## src/sui_pkg.sv

```systemverilog
// Shared types and status codes for the sorted unique insert block.
package sui_pkg;

    localparam logic [2:0] ST_INSERTED  = 3'd0;
    localparam logic [2:0] ST_DUPLICATE = 3'd1;
    localparam logic [2:0] ST_FULL      = 3'd2;
    localparam logic [2:0] ST_READ_OK   = 3'd3;
    localparam logic [2:0] ST_BEYOND    = 3'd4;

    localparam logic OP_INSERT = 1'b0;
    localparam logic OP_READ   = 1'b1;

    localparam int IDX_BITS   = 4;
    localparam int PORT_BITS  = 32;

    typedef struct packed {
        logic cmp;
        logic shift;
    } sui_cell_ctl_t;

endpackage

```

## src/sui_cell.sv

```systemverilog
// One storage cell of the sorted chain: compare against the key and shift up.
module sui_cell
    import sui_pkg::*;
#(
    parameter int KEY_BITS = 32
) (
    input  logic                clk,
    input  sui_cell_ctl_t       ctl,
    input  logic                valid,
    input  logic [KEY_BITS-1:0] key,
    input  logic [KEY_BITS-1:0] left_entry,
    input  logic                left_lt,
    output logic [KEY_BITS-1:0] entry,
    output logic                lt,
    output logic                eq
);

    logic [KEY_BITS-1:0] entry_reg;
    logic [KEY_BITS-1:0] entry_next;
    logic                lt_reg;
    logic                lt_next;
    logic                eq_reg;
    logic                eq_next;

    always_comb
    begin
        entry_next = entry_reg;
        lt_next    = lt_reg;
        eq_next    = eq_reg;
        if (ctl.cmp)
        begin
            lt_next = valid && (entry_reg < key);
            eq_next = valid && (entry_reg == key);
        end
        if (ctl.shift && !lt_reg)
        begin
            entry_next = left_lt ? key : left_entry;
        end
    end

    always_ff @(posedge clk)
    begin
        entry_reg <= entry_next;
        lt_reg    <= lt_next;
        eq_reg    <= eq_next;
    end

    assign entry = entry_reg;
    assign lt    = lt_reg;
    assign eq    = eq_reg;

endmodule

```

## src/sorted_unique_insert_top.sv

```systemverilog
// Top level of the sorted unique insert block: control, cell chain and result register.
// The result strobe is registered from the shift state, which follows the compare state.
// Busy covers the compare and the shift state; a new request is taken only in idle.
// The compare cycle lets every cell test its entry against the key; the shift cycle moves
// the larger entries up one cell on an insert and encodes the insert position from the boundary.
// Reset clears the count and the control state; entries stay unknown until written.
module sorted_unique_insert_top
    import sui_pkg::*;
#(
    parameter int CAPACITY = 16,
    parameter int KEY_BITS = 32,
    localparam int CNT_W   = $clog2(CAPACITY + 1)
) (
    input  logic                 clk,
    input  logic                 rst_n,
    input  logic                 start,
    output logic                 busy,
    input  logic                 operation,
    input  logic [PORT_BITS-1:0] key_value,
    input  logic [IDX_BITS-1:0]  read_index,
    output logic                 done,
    output logic [2:0]           status,
    output logic [CNT_W-1:0]     position,
    output logic [PORT_BITS-1:0] entry_value,
    output logic [CNT_W-1:0]     entry_count
);

    localparam int RD_SPAN = (CAPACITY < (1 << IDX_BITS)) ? CAPACITY : (1 << IDX_BITS);

    typedef enum logic [2:0] {
        S_IDLE  = 3'b001,
        S_CMP   = 3'b010,
        S_SHIFT = 3'b100
    } state_t;

    state_t                state_reg;
    state_t                state_next;
    logic [CNT_W-1:0]      count_reg;
    logic [CNT_W-1:0]      count_next;
    logic                  op_reg;
    logic [KEY_BITS-1:0]   key_reg;
    logic [IDX_BITS-1:0]   idx_reg;

    logic                  done_reg;
    logic                  done_next;
    logic [2:0]            status_reg;
    logic [2:0]            status_next;
    logic [CNT_W-1:0]      position_reg;
    logic [CNT_W-1:0]      position_next;
    logic [PORT_BITS-1:0]  entry_value_reg;
    logic [PORT_BITS-1:0]  entry_value_next;
    logic [CNT_W-1:0]      entry_count_reg;
    logic [CNT_W-1:0]      entry_count_next;

    sui_cell_ctl_t         cell_ctl;
    logic [KEY_BITS-1:0]   cell_entry [CAPACITY];
    logic [KEY_BITS-1:0]   cell_left  [CAPACITY];
    logic [CAPACITY-1:0]   cell_lt;
    logic [CAPACITY-1:0]   cell_eq;
    logic [CAPACITY-1:0]   cell_valid;
    logic [CAPACITY-1:0]   left_lt;
    logic [CAPACITY-1:0]   bnd;

    logic                  accept;
    logic                  dup;
    logic                  full;
    logic                  idx_ok;
    logic                  do_insert;
    logic [CNT_W-1:0]      pos_enc;
    logic [KEY_BITS-1:0]   rd_val;

    assign accept = start && (state_reg == S_IDLE);
    assign busy   = (state_reg != S_IDLE);

    genvar g;
    generate
        for (g = 0; g < CAPACITY; g++)
        begin : g_cell
            if (g == 0)
            begin : g_first
                assign left_lt[g]   = 1'b1;
                assign cell_left[g] = '0;
            end
            else
            begin : g_rest
                assign left_lt[g]   = cell_lt[g-1];
                assign cell_left[g] = cell_entry[g-1];
            end

            assign cell_valid[g] = (32'(g) < 32'(count_reg));
            assign bnd[g]        = !cell_lt[g] && left_lt[g];

            sui_cell #(
                .KEY_BITS (KEY_BITS)
            ) u_cell (
                .clk        (clk),
                .ctl        (cell_ctl),
                .valid      (cell_valid[g]),
                .key        (key_reg),
                .left_entry (cell_left[g]),
                .left_lt    (left_lt[g]),
                .entry      (cell_entry[g]),
                .lt         (cell_lt[g]),
                .eq         (cell_eq[g])
            );
        end
    endgenerate

    always_comb
    begin
        pos_enc = '0;
        for (int i = 0; i < CAPACITY; i++)
        begin
            if (bnd[i])
            begin
                pos_enc = pos_enc | CNT_W'(i);
            end
        end
    end

    always_comb
    begin
        rd_val = '0;
        for (int i = 0; i < RD_SPAN; i++)
        begin
            if (idx_reg == IDX_BITS'(i))
            begin
                rd_val = cell_entry[i];
            end
        end
    end

    assign dup       = |cell_eq;
    assign full      = (32'(count_reg) == 32'(CAPACITY));
    assign idx_ok    = (32'(idx_reg) < 32'(count_reg));
    assign do_insert = (state_reg == S_SHIFT) && (op_reg == OP_INSERT) && !dup && !full;

    assign cell_ctl.cmp   = (state_reg == S_CMP);
    assign cell_ctl.shift = do_insert;

    always_comb
    begin
        state_next       = state_reg;
        count_next       = count_reg;
        done_next        = 1'b0;
        status_next      = status_reg;
        position_next    = position_reg;
        entry_value_next = entry_value_reg;
        entry_count_next = entry_count_reg;
        case (state_reg)
            S_IDLE:
            begin
                if (start)
                begin
                    state_next = S_CMP;
                end
            end
            S_CMP:
            begin
                state_next = S_SHIFT;
            end
            S_SHIFT:
            begin
                state_next       = S_IDLE;
                done_next        = 1'b1;
                entry_value_next = '0;
                if (op_reg == OP_READ)
                begin
                    if (idx_ok)
                    begin
                        status_next      = ST_READ_OK;
                        position_next    = CNT_W'(idx_reg);
                        entry_value_next = PORT_BITS'(rd_val);
                    end
                    else
                    begin
                        status_next   = ST_BEYOND;
                        position_next = '0;
                    end
                end
                else if (dup)
                begin
                    status_next   = ST_DUPLICATE;
                    position_next = pos_enc;
                end
                else if (full)
                begin
                    status_next   = ST_FULL;
                    position_next = CNT_W'(CAPACITY);
                end
                else
                begin
                    status_next   = ST_INSERTED;
                    position_next = pos_enc;
                    count_next    = count_reg + CNT_W'(1);
                end
                entry_count_next = (do_insert) ? count_reg + CNT_W'(1) : count_reg;
            end
            default:
            begin
                state_next = S_IDLE;
            end
        endcase
    end

    always_ff @(posedge clk or negedge rst_n)
    begin
        if (!rst_n)
        begin
            state_reg <= S_IDLE;
            count_reg <= '0;
            done_reg  <= 1'b0;
        end
        else
        begin
            state_reg <= state_next;
            count_reg <= count_next;
            done_reg  <= done_next;
        end
    end

    always_ff @(posedge clk)
    begin
        if (accept)
        begin
            op_reg  <= operation;
            key_reg <= KEY_BITS'(key_value);
            idx_reg <= read_index;
        end
        status_reg      <= status_next;
        position_reg    <= position_next;
        entry_value_reg <= entry_value_next;
        entry_count_reg <= entry_count_next;
    end

    assign done        = done_reg;
    assign status      = status_reg;
    assign position    = position_reg;
    assign entry_value = entry_value_reg;
    assign entry_count = entry_count_reg;

    a_count_bound: assert property (@(posedge clk) disable iff (!rst_n)
        32'(count_reg) <= 32'(CAPACITY))
        else $error("stored count beyond capacity");

    a_done_after_shift: assert property (@(posedge clk) disable iff (!rst_n)
        done |-> $past(state_reg == S_SHIFT))
        else $error("result strobe without a shift cycle");

    a_lt_ordered: assert property (@(posedge clk) disable iff (!rst_n)
        (state_reg == S_SHIFT) |-> ((cell_lt & ~left_lt) == '0))
        else $error("compare flags not ordered along the chain");

    a_take_busy: assert property (@(posedge clk) disable iff (!rst_n)
        accept |=> busy)
        else $error("request taken without going busy");

endmodule

```

## config.mk

```make
export PLATFORM = sky130hd
export DESIGN_NAME = sorted_unique_insert_top
export DESIGN_NICKNAME = d
export VERILOG_FILES = /design/src/sui_pkg.sv /design/src/sui_cell.sv /design/src/sorted_unique_insert_top.sv
export SDC_FILE = /design/constraint.sdc
export NUM_CORES = 2
export LEC_CHECK = 0
export ABC_AREA = 1
export BUFFER_PORTS_ARGS = -buffer_cell sky130_fd_sc_hd__clkbuf_2
export CAP_MARGIN = 0
export CORE_MARGIN = 2
export CORE_UTILIZATION = 60
export DETAILED_ROUTE_END_ITERATION = 6
export GPL_TIMING_DRIVEN = 1
export PLACE_DENSITY = 0.84
export SYNTH_ARGS = -nofsm -noshare
export SYNTH_HDL_FRONTEND = slang
export SYNTH_HIERARCHICAL = 1
export SYNTH_SLANG_ARGS = --single-unit
```

## constraint.sdc

```tcl
create_clock -name clk -period 16.41 [get_ports clk]
set_input_delay 1.641 -clock clk [delete_from_list [all_inputs] [get_ports clk]]
set_output_delay 1.641 -clock clk [all_outputs]
set_load 0.005 [all_outputs]
```

# Word level (Yosys, flattened, before mapping)
# Cells that the tools add are included.
op_classes:
  addsub: 1
  muxes: 58
  reduce_logical: 89
  bitwise_logic: 3
  magnitude_cmp: 33
  n_eq_ne: 37
op_table:
  columns: ["cell", "count"]
  rows:
  - ["$mux W32", 31]
  - ["$eq A32 B32 Y1", 16]
  - ["$lt A32 B32 Y1", 16]
  - ["$logic_and A1 B1 Y1", 67]
  - ["$lt A4 B5 Y1 const A", 8]
  - ["$mux W4", 9]
  - ["$eq A4 B4 Y1 const B", 8]
  - ["$mux W3", 7]
  - ["$lt A3 B5 Y1 const A", 4]
  - ["$mux W5", 4]
  - ["$logic_not A1 Y1", 18]
  - ["$eq A4 B3 Y1 const B", 4]
  - ["$reduce_or A16 Y1", 1]
  - ["$lt A1 B5 Y1 const A", 2]
  - ["$lt A2 B5 Y1 const A", 2]
  - ["$eq A4 B2 Y1 const B", 2]
  - ["$mux W2", 4]
  - ["$pmux W3 S2", 1]
  - ["$add A5 B1 Y5 const B", 1]
  - ["$eq A5 B5 Y1 const B", 1]
  - ["$lt A4 B5 Y1", 1]
  - ["$eq A4 B1 Y1 const B", 1]
  - ["$logic_not A4 Y1", 1]
  - ["$reduce_and A4 Y1", 1]
  - ["8 further kinds", 11]
word_totals:
  wordCells: 279
  output_inout_bits: 47
  ff_bits: 635

# Logic depth before layout (Yosys ltp)
logic_depth:
  ltp_word: 20
  depth_mapped: 16
  depth_no_buf: 15

# Hierarchy
# Netlist, hierarchy kept.
modules_own_cells:
  columns: ["mod", "cells_each", "n_inst", "area_each_um2"]
  rows:
  - ["sui_cell", 249, 16, 2224.6]
  - ["sorted_unique_insert_top", 1219, 1, 7602.3]

# Least setup slack after synthesis
# Ideal clock, no wire load.
synth_path:
  kind: "flip-flop to flip-flop"
  startpoint: "register state_reg[1]"
  endpoint: "register g_cell[0].u_cell.entry_reg[0] (enable)"
  path_stages_with_launch: 6
  required_ps: 15989
  setup_slack_ps: 9845
  period_less_slack_ps: 6565
  arrival_ps: 6144
  cell_sequence: "dfrtp_1 > nor3_1 > nand2_1 > nor3_4 > inv_1 > nor2_1"
synth_rtl:
  columns: ["item", "line", "text"]
  rows:
  - ["start: declaration", "sorted_unique_insert_top.sv:36", "state_t state_reg;"]
  - ["start signal: assignment", "sorted_unique_insert_top.sv:216", "state_reg <= state_next;"]
  - ["end signal: assignment", "sui_cell.sv:43", "entry_reg <= entry_next;"]
  - ["end: declaration", "sui_cell.sv:18", "logic [KEY_BITS-1:0] entry_reg;"]

# Worst setup path in the final report
layout_path:
  startpoint: "register count_reg[2]"
  endpoint: "register entry_value_reg[10], in the netlist entry_value[10] (data pin)"
layout_between:
  elab_chain_len: 2
layout_rtl:
  columns: ["item", "line", "text"]
  rows:
  - ["start: declaration", "sorted_unique_insert_top.sv:38", "logic [CNT_W-1:0] count_reg;"]
  - ["start signal: assignment", "sorted_unique_insert_top.sv:217", "count_reg <= count_next;"]
  - ["$lt A4 B5 Y1", "sorted_unique_insert_top.sv:135", "assign idx_ok = (32'(idx_reg) < 32'(count_reg));"]
  - ["$reduce_and A2 Y1 (no source line)", null, null]
  - ["end signal: assignment", "sorted_unique_insert_top.sv:232", "entry_value_reg <= entry_value_next;"]
  - ["end: declaration", "sorted_unique_insert_top.sv:50", "logic [PORT_BITS-1:0] entry_value_reg;"]
# No other way between the ends.
# A chain may end at the register's enable or synchronous reset.

==> results.yml <==
layout:
  ff_latch_area_mm2: 0.01902
  utilization_pct: 65.59
  final_common_cell: "nand2_1"
  final_cell_mix: "939 x nand2_1, 832 x nor2_1, 800 x inv_1, 726 x a21oi_1, 626 x edfxtp_1"
  antenna_cells: 0
  area_delta_synth_final_pct: 8.365
  fin_area_mm2: 0.04681
  largest_reg_flops: 512
  fin_nets: 5832
  drive_above_1_share_pct: 7.092
  fillers: 5698
  multi_input_area_mm2: 0.02043
placement:
  placed_area_mm2: 0.04462
  dpl.hpwl_mm: 86.60
  port_buffers: 86
  gp_congestion: 0.9578
yosys:
  ys_ff_latch: 635
  synth.distinct_cells: 38
  ys.flop_type: "edfxtp_1"
  postSynthCellCount: 5203
  synth_area_per_cell_um2: 8.302
  yosysWarnings: 6
  synthArstFlopShare_pct: 1.417
  synth-edff-count: 626
  synth.yosys.seq_area_share_pct: 44.04
  syn_area_mm2: 0.04320
clock_network:
  h-tree-depth: 3
  hold_buffers: 0
  cts_resized: 0
  clock_latency_ps: 630
  clock-sinks: 635
  clkTransAtPathRegs_ps: 60
  post-cts-setup-buffers: 0
  cts_inserted_buffers: 71
  clockBufferDepth: 3
  cts-root-buf: "clkbuf_16"
  cts_tree: "yes"
run_status:
  violations: "design-rule violations"
  status: "finished with violations"
die:
  rows: 98
  ioPinCount: 87
  fp.dieH_um: 272.3
  initial_utilization_pct: 60.53
  die_area_mm2: 0.07416
  die_w_um: 272.3
  core_mm2: 0.07136
detailed_routing:
  via_per_inst: 5.640
  first_pass_iters: 7
  wire_per_inst_um: 18.08
  ant_nets: 0
  drc: 3
  drtIter0Drc: 4103
  vias: 35420
  wl_mm: 113.5
pwr:
  vdd_ir_drop_max_v: 0.00007368
  power_uw: 4875
  power_density_mw_per_mm2: 104.1
  p_leak_uw: 0.02140
worst_setup_path:
  required_ps: 16910
  endpoint_kind: "register"
  start_kind: "register"
  critPathMaxStageDelay_ps: 720
  cp_data_arrival_time_ps: 3880
  r2r_slack_ps: 13020
  crit_type: "reg -> reg"
  r2r_start: "count_reg[2]"
  r2r_cells: 10
  crit_fanout: 20
  r2r-end: "entry_value[10]"
  slowest_stage: "nor2_2"
  crit_chain: "inv_2, ha_1, a21o_1, a22oi_1, nand2_1, nor2_2, inv_1, nor2_1, nand2_1, inv_1"
sta:
  fin_tns_setup_ps: 0
  maxSlewViolCount: 0
  fmax_ghz: 0.2954
  hold_viol_final: 0
  setup_viol: 0
  skew_ps: 22.00
  worstMarginPinSlew_ps: 1190
  max_slew_margin_pct: 20.55
  rsz0062_at_grt: "no"
  post-route-period-util_pct: 20.63
  period_minus_slack_ps: 3385
min_path:
  holdCritStartpoint: "state_reg[2]"
  hold_path.class: "reg -> reg"
  worstHoldEndpoint: "state_reg[2]"
  hold-path-cell-count: 1
grt:
  grt_pass1_vias: 34000
  grt_usage_pct: 30.46
  antenna_found_initial: 0
  grt_remaining_overflow: 0
  grt_pass1_wl_mm: 178.4
  grt_start_max_net_pins: 67
job:
  maxCapViolCount: 0
==> critical path, delay by kind of cell, from the launching register on <==
kind	cells	cell delay, ps
adders and majority gates	1	280
and+or+nand+nor	4	1230
AOI/OAI and AO/OA	2	360
buffers and inverters	3	950
DFF	1	420
==> cells by family after synthesis <==
kind of cell	Yosys count	share of synthesized area [%]
buf+inv	1009	9.168
flops	635	44.04
other cells	2	0.01739
xor+xnor	8	0.1622
compound gates	870	10.51
mux	16	0.4171
fa+ha+maj	517	14.98
simple gates	2146	20.71
==> where the power goes <==
group,total (uW),internal (uW),switching [uW],leakage (uW)
Combinational,1310,440,869,0.0146
Clock,1540,883,662,0.00107
Sequential,2020,1880,139,0.00576
==> routing by layer <==
metal / part of all wire (%) / global-route usage, % / vias to the layer above / wire [um]
met5: 0 / 0 / - / 0
met4: 5.4 / 15.36 / 0 / 6178
met3: 9.3 / 5.025 / 311 / 10570
met2: 45 / 49.39 / 1681 / 51240
met1: 40 / 39.61 / 15960 / 45540
li1: - / - / 17460 / -
==> cells in the mapped netlist (2+ instances only) <==
| master | number | area share (%) |
|---|---|---|
| a2111oi_0 | 2 | 0.041 |
| a211oi_1 | 16 | 0.28 |
| a21o_1 | 17 | 0.30 |
| a21oi_1 | 726 | 8.4 |
| and2_1 | 2 | 0.029 |
| buf_2 | 128 | 1.5 |
| buf_4 | 3 | 0.052 |
| clkbuf_1 | 39 | 0.34 |
| conb_1 | 2 | 0.017 |
| dfrtp_1 | 8 | 0.46 |
| edfxtp_1 | 626 | 44 |
| ha_1 | 517 | 15 |
| inv_1 | 800 | 7.0 |
| inv_2 | 38 | 0.33 |
| mux2_2 | 16 | 0.42 |
| nand2_1 | 939 | 8.2 |
| nand2_2 | 3 | 0.043 |
| nand3_1 | 101 | 1.2 |
| nand3_2 | 16 | 0.37 |
| nand4_1 | 126 | 1.8 |
| nor2_1 | 858 | 7.5 |
| nor2_2 | 7 | 0.10 |
| nor3_1 | 37 | 0.43 |
| nor3_2 | 32 | 0.74 |
| nor4_1 | 5 | 0.072 |
| o2111ai_1 | 2 | 0.041 |
| o21a_1 | 16 | 0.28 |
| o21ai_0 | 70 | 0.81 |
| o21bai_1 | 16 | 0.28 |
| o22ai_1 | 4 | 0.058 |
| or2_0 | 12 | 0.17 |
| or2_2 | 6 | 0.087 |
| xor2_1 | 8 | 0.16 |
==> worst max-delay path by stage <==
stage / end / from / slack (ps) / cells past startpoint
2_1_floorplan: g_cell[0].u_cell/entry[0] / state_reg[1] / 9850 / 5
3_3_place_gp: position[3] / count_reg[2] / 13320 / 8
3_5_place_dp: position[2] / count_reg[2] / 13210 / 8
4_1_cts: entry_value[10] / count_reg[2] / 13120 / 10
5_1_grt: position[3] / count_reg[2] / 12840 / 8
6_report: entry_value[10] / count_reg[2] / 13020 / 10
==> through the flow <==
stage	cells	setup slack [ps]	hold slack, ps
CTS	6280	13120	480.3
detailed placement	6152	13210	473.2
finish	6280	13020	474.5
global placement	6152	13320	464.1
floorplan	5234	9845	430.2
global route	6280	12840	496.7
==> cell type report <==
type | instances | area share [%]
multi-input combinational | 3590 | 43.64
sequential | 635 | 40.64
inverter | 838 | 6.720
clock buffer | 98 | 4.279
tap | 950 | 2.539
timing repair buffer | 139 | 1.769
clock inverter | 30 | 0.4090
Note: power is estimated with default switching activity, not from simulation.
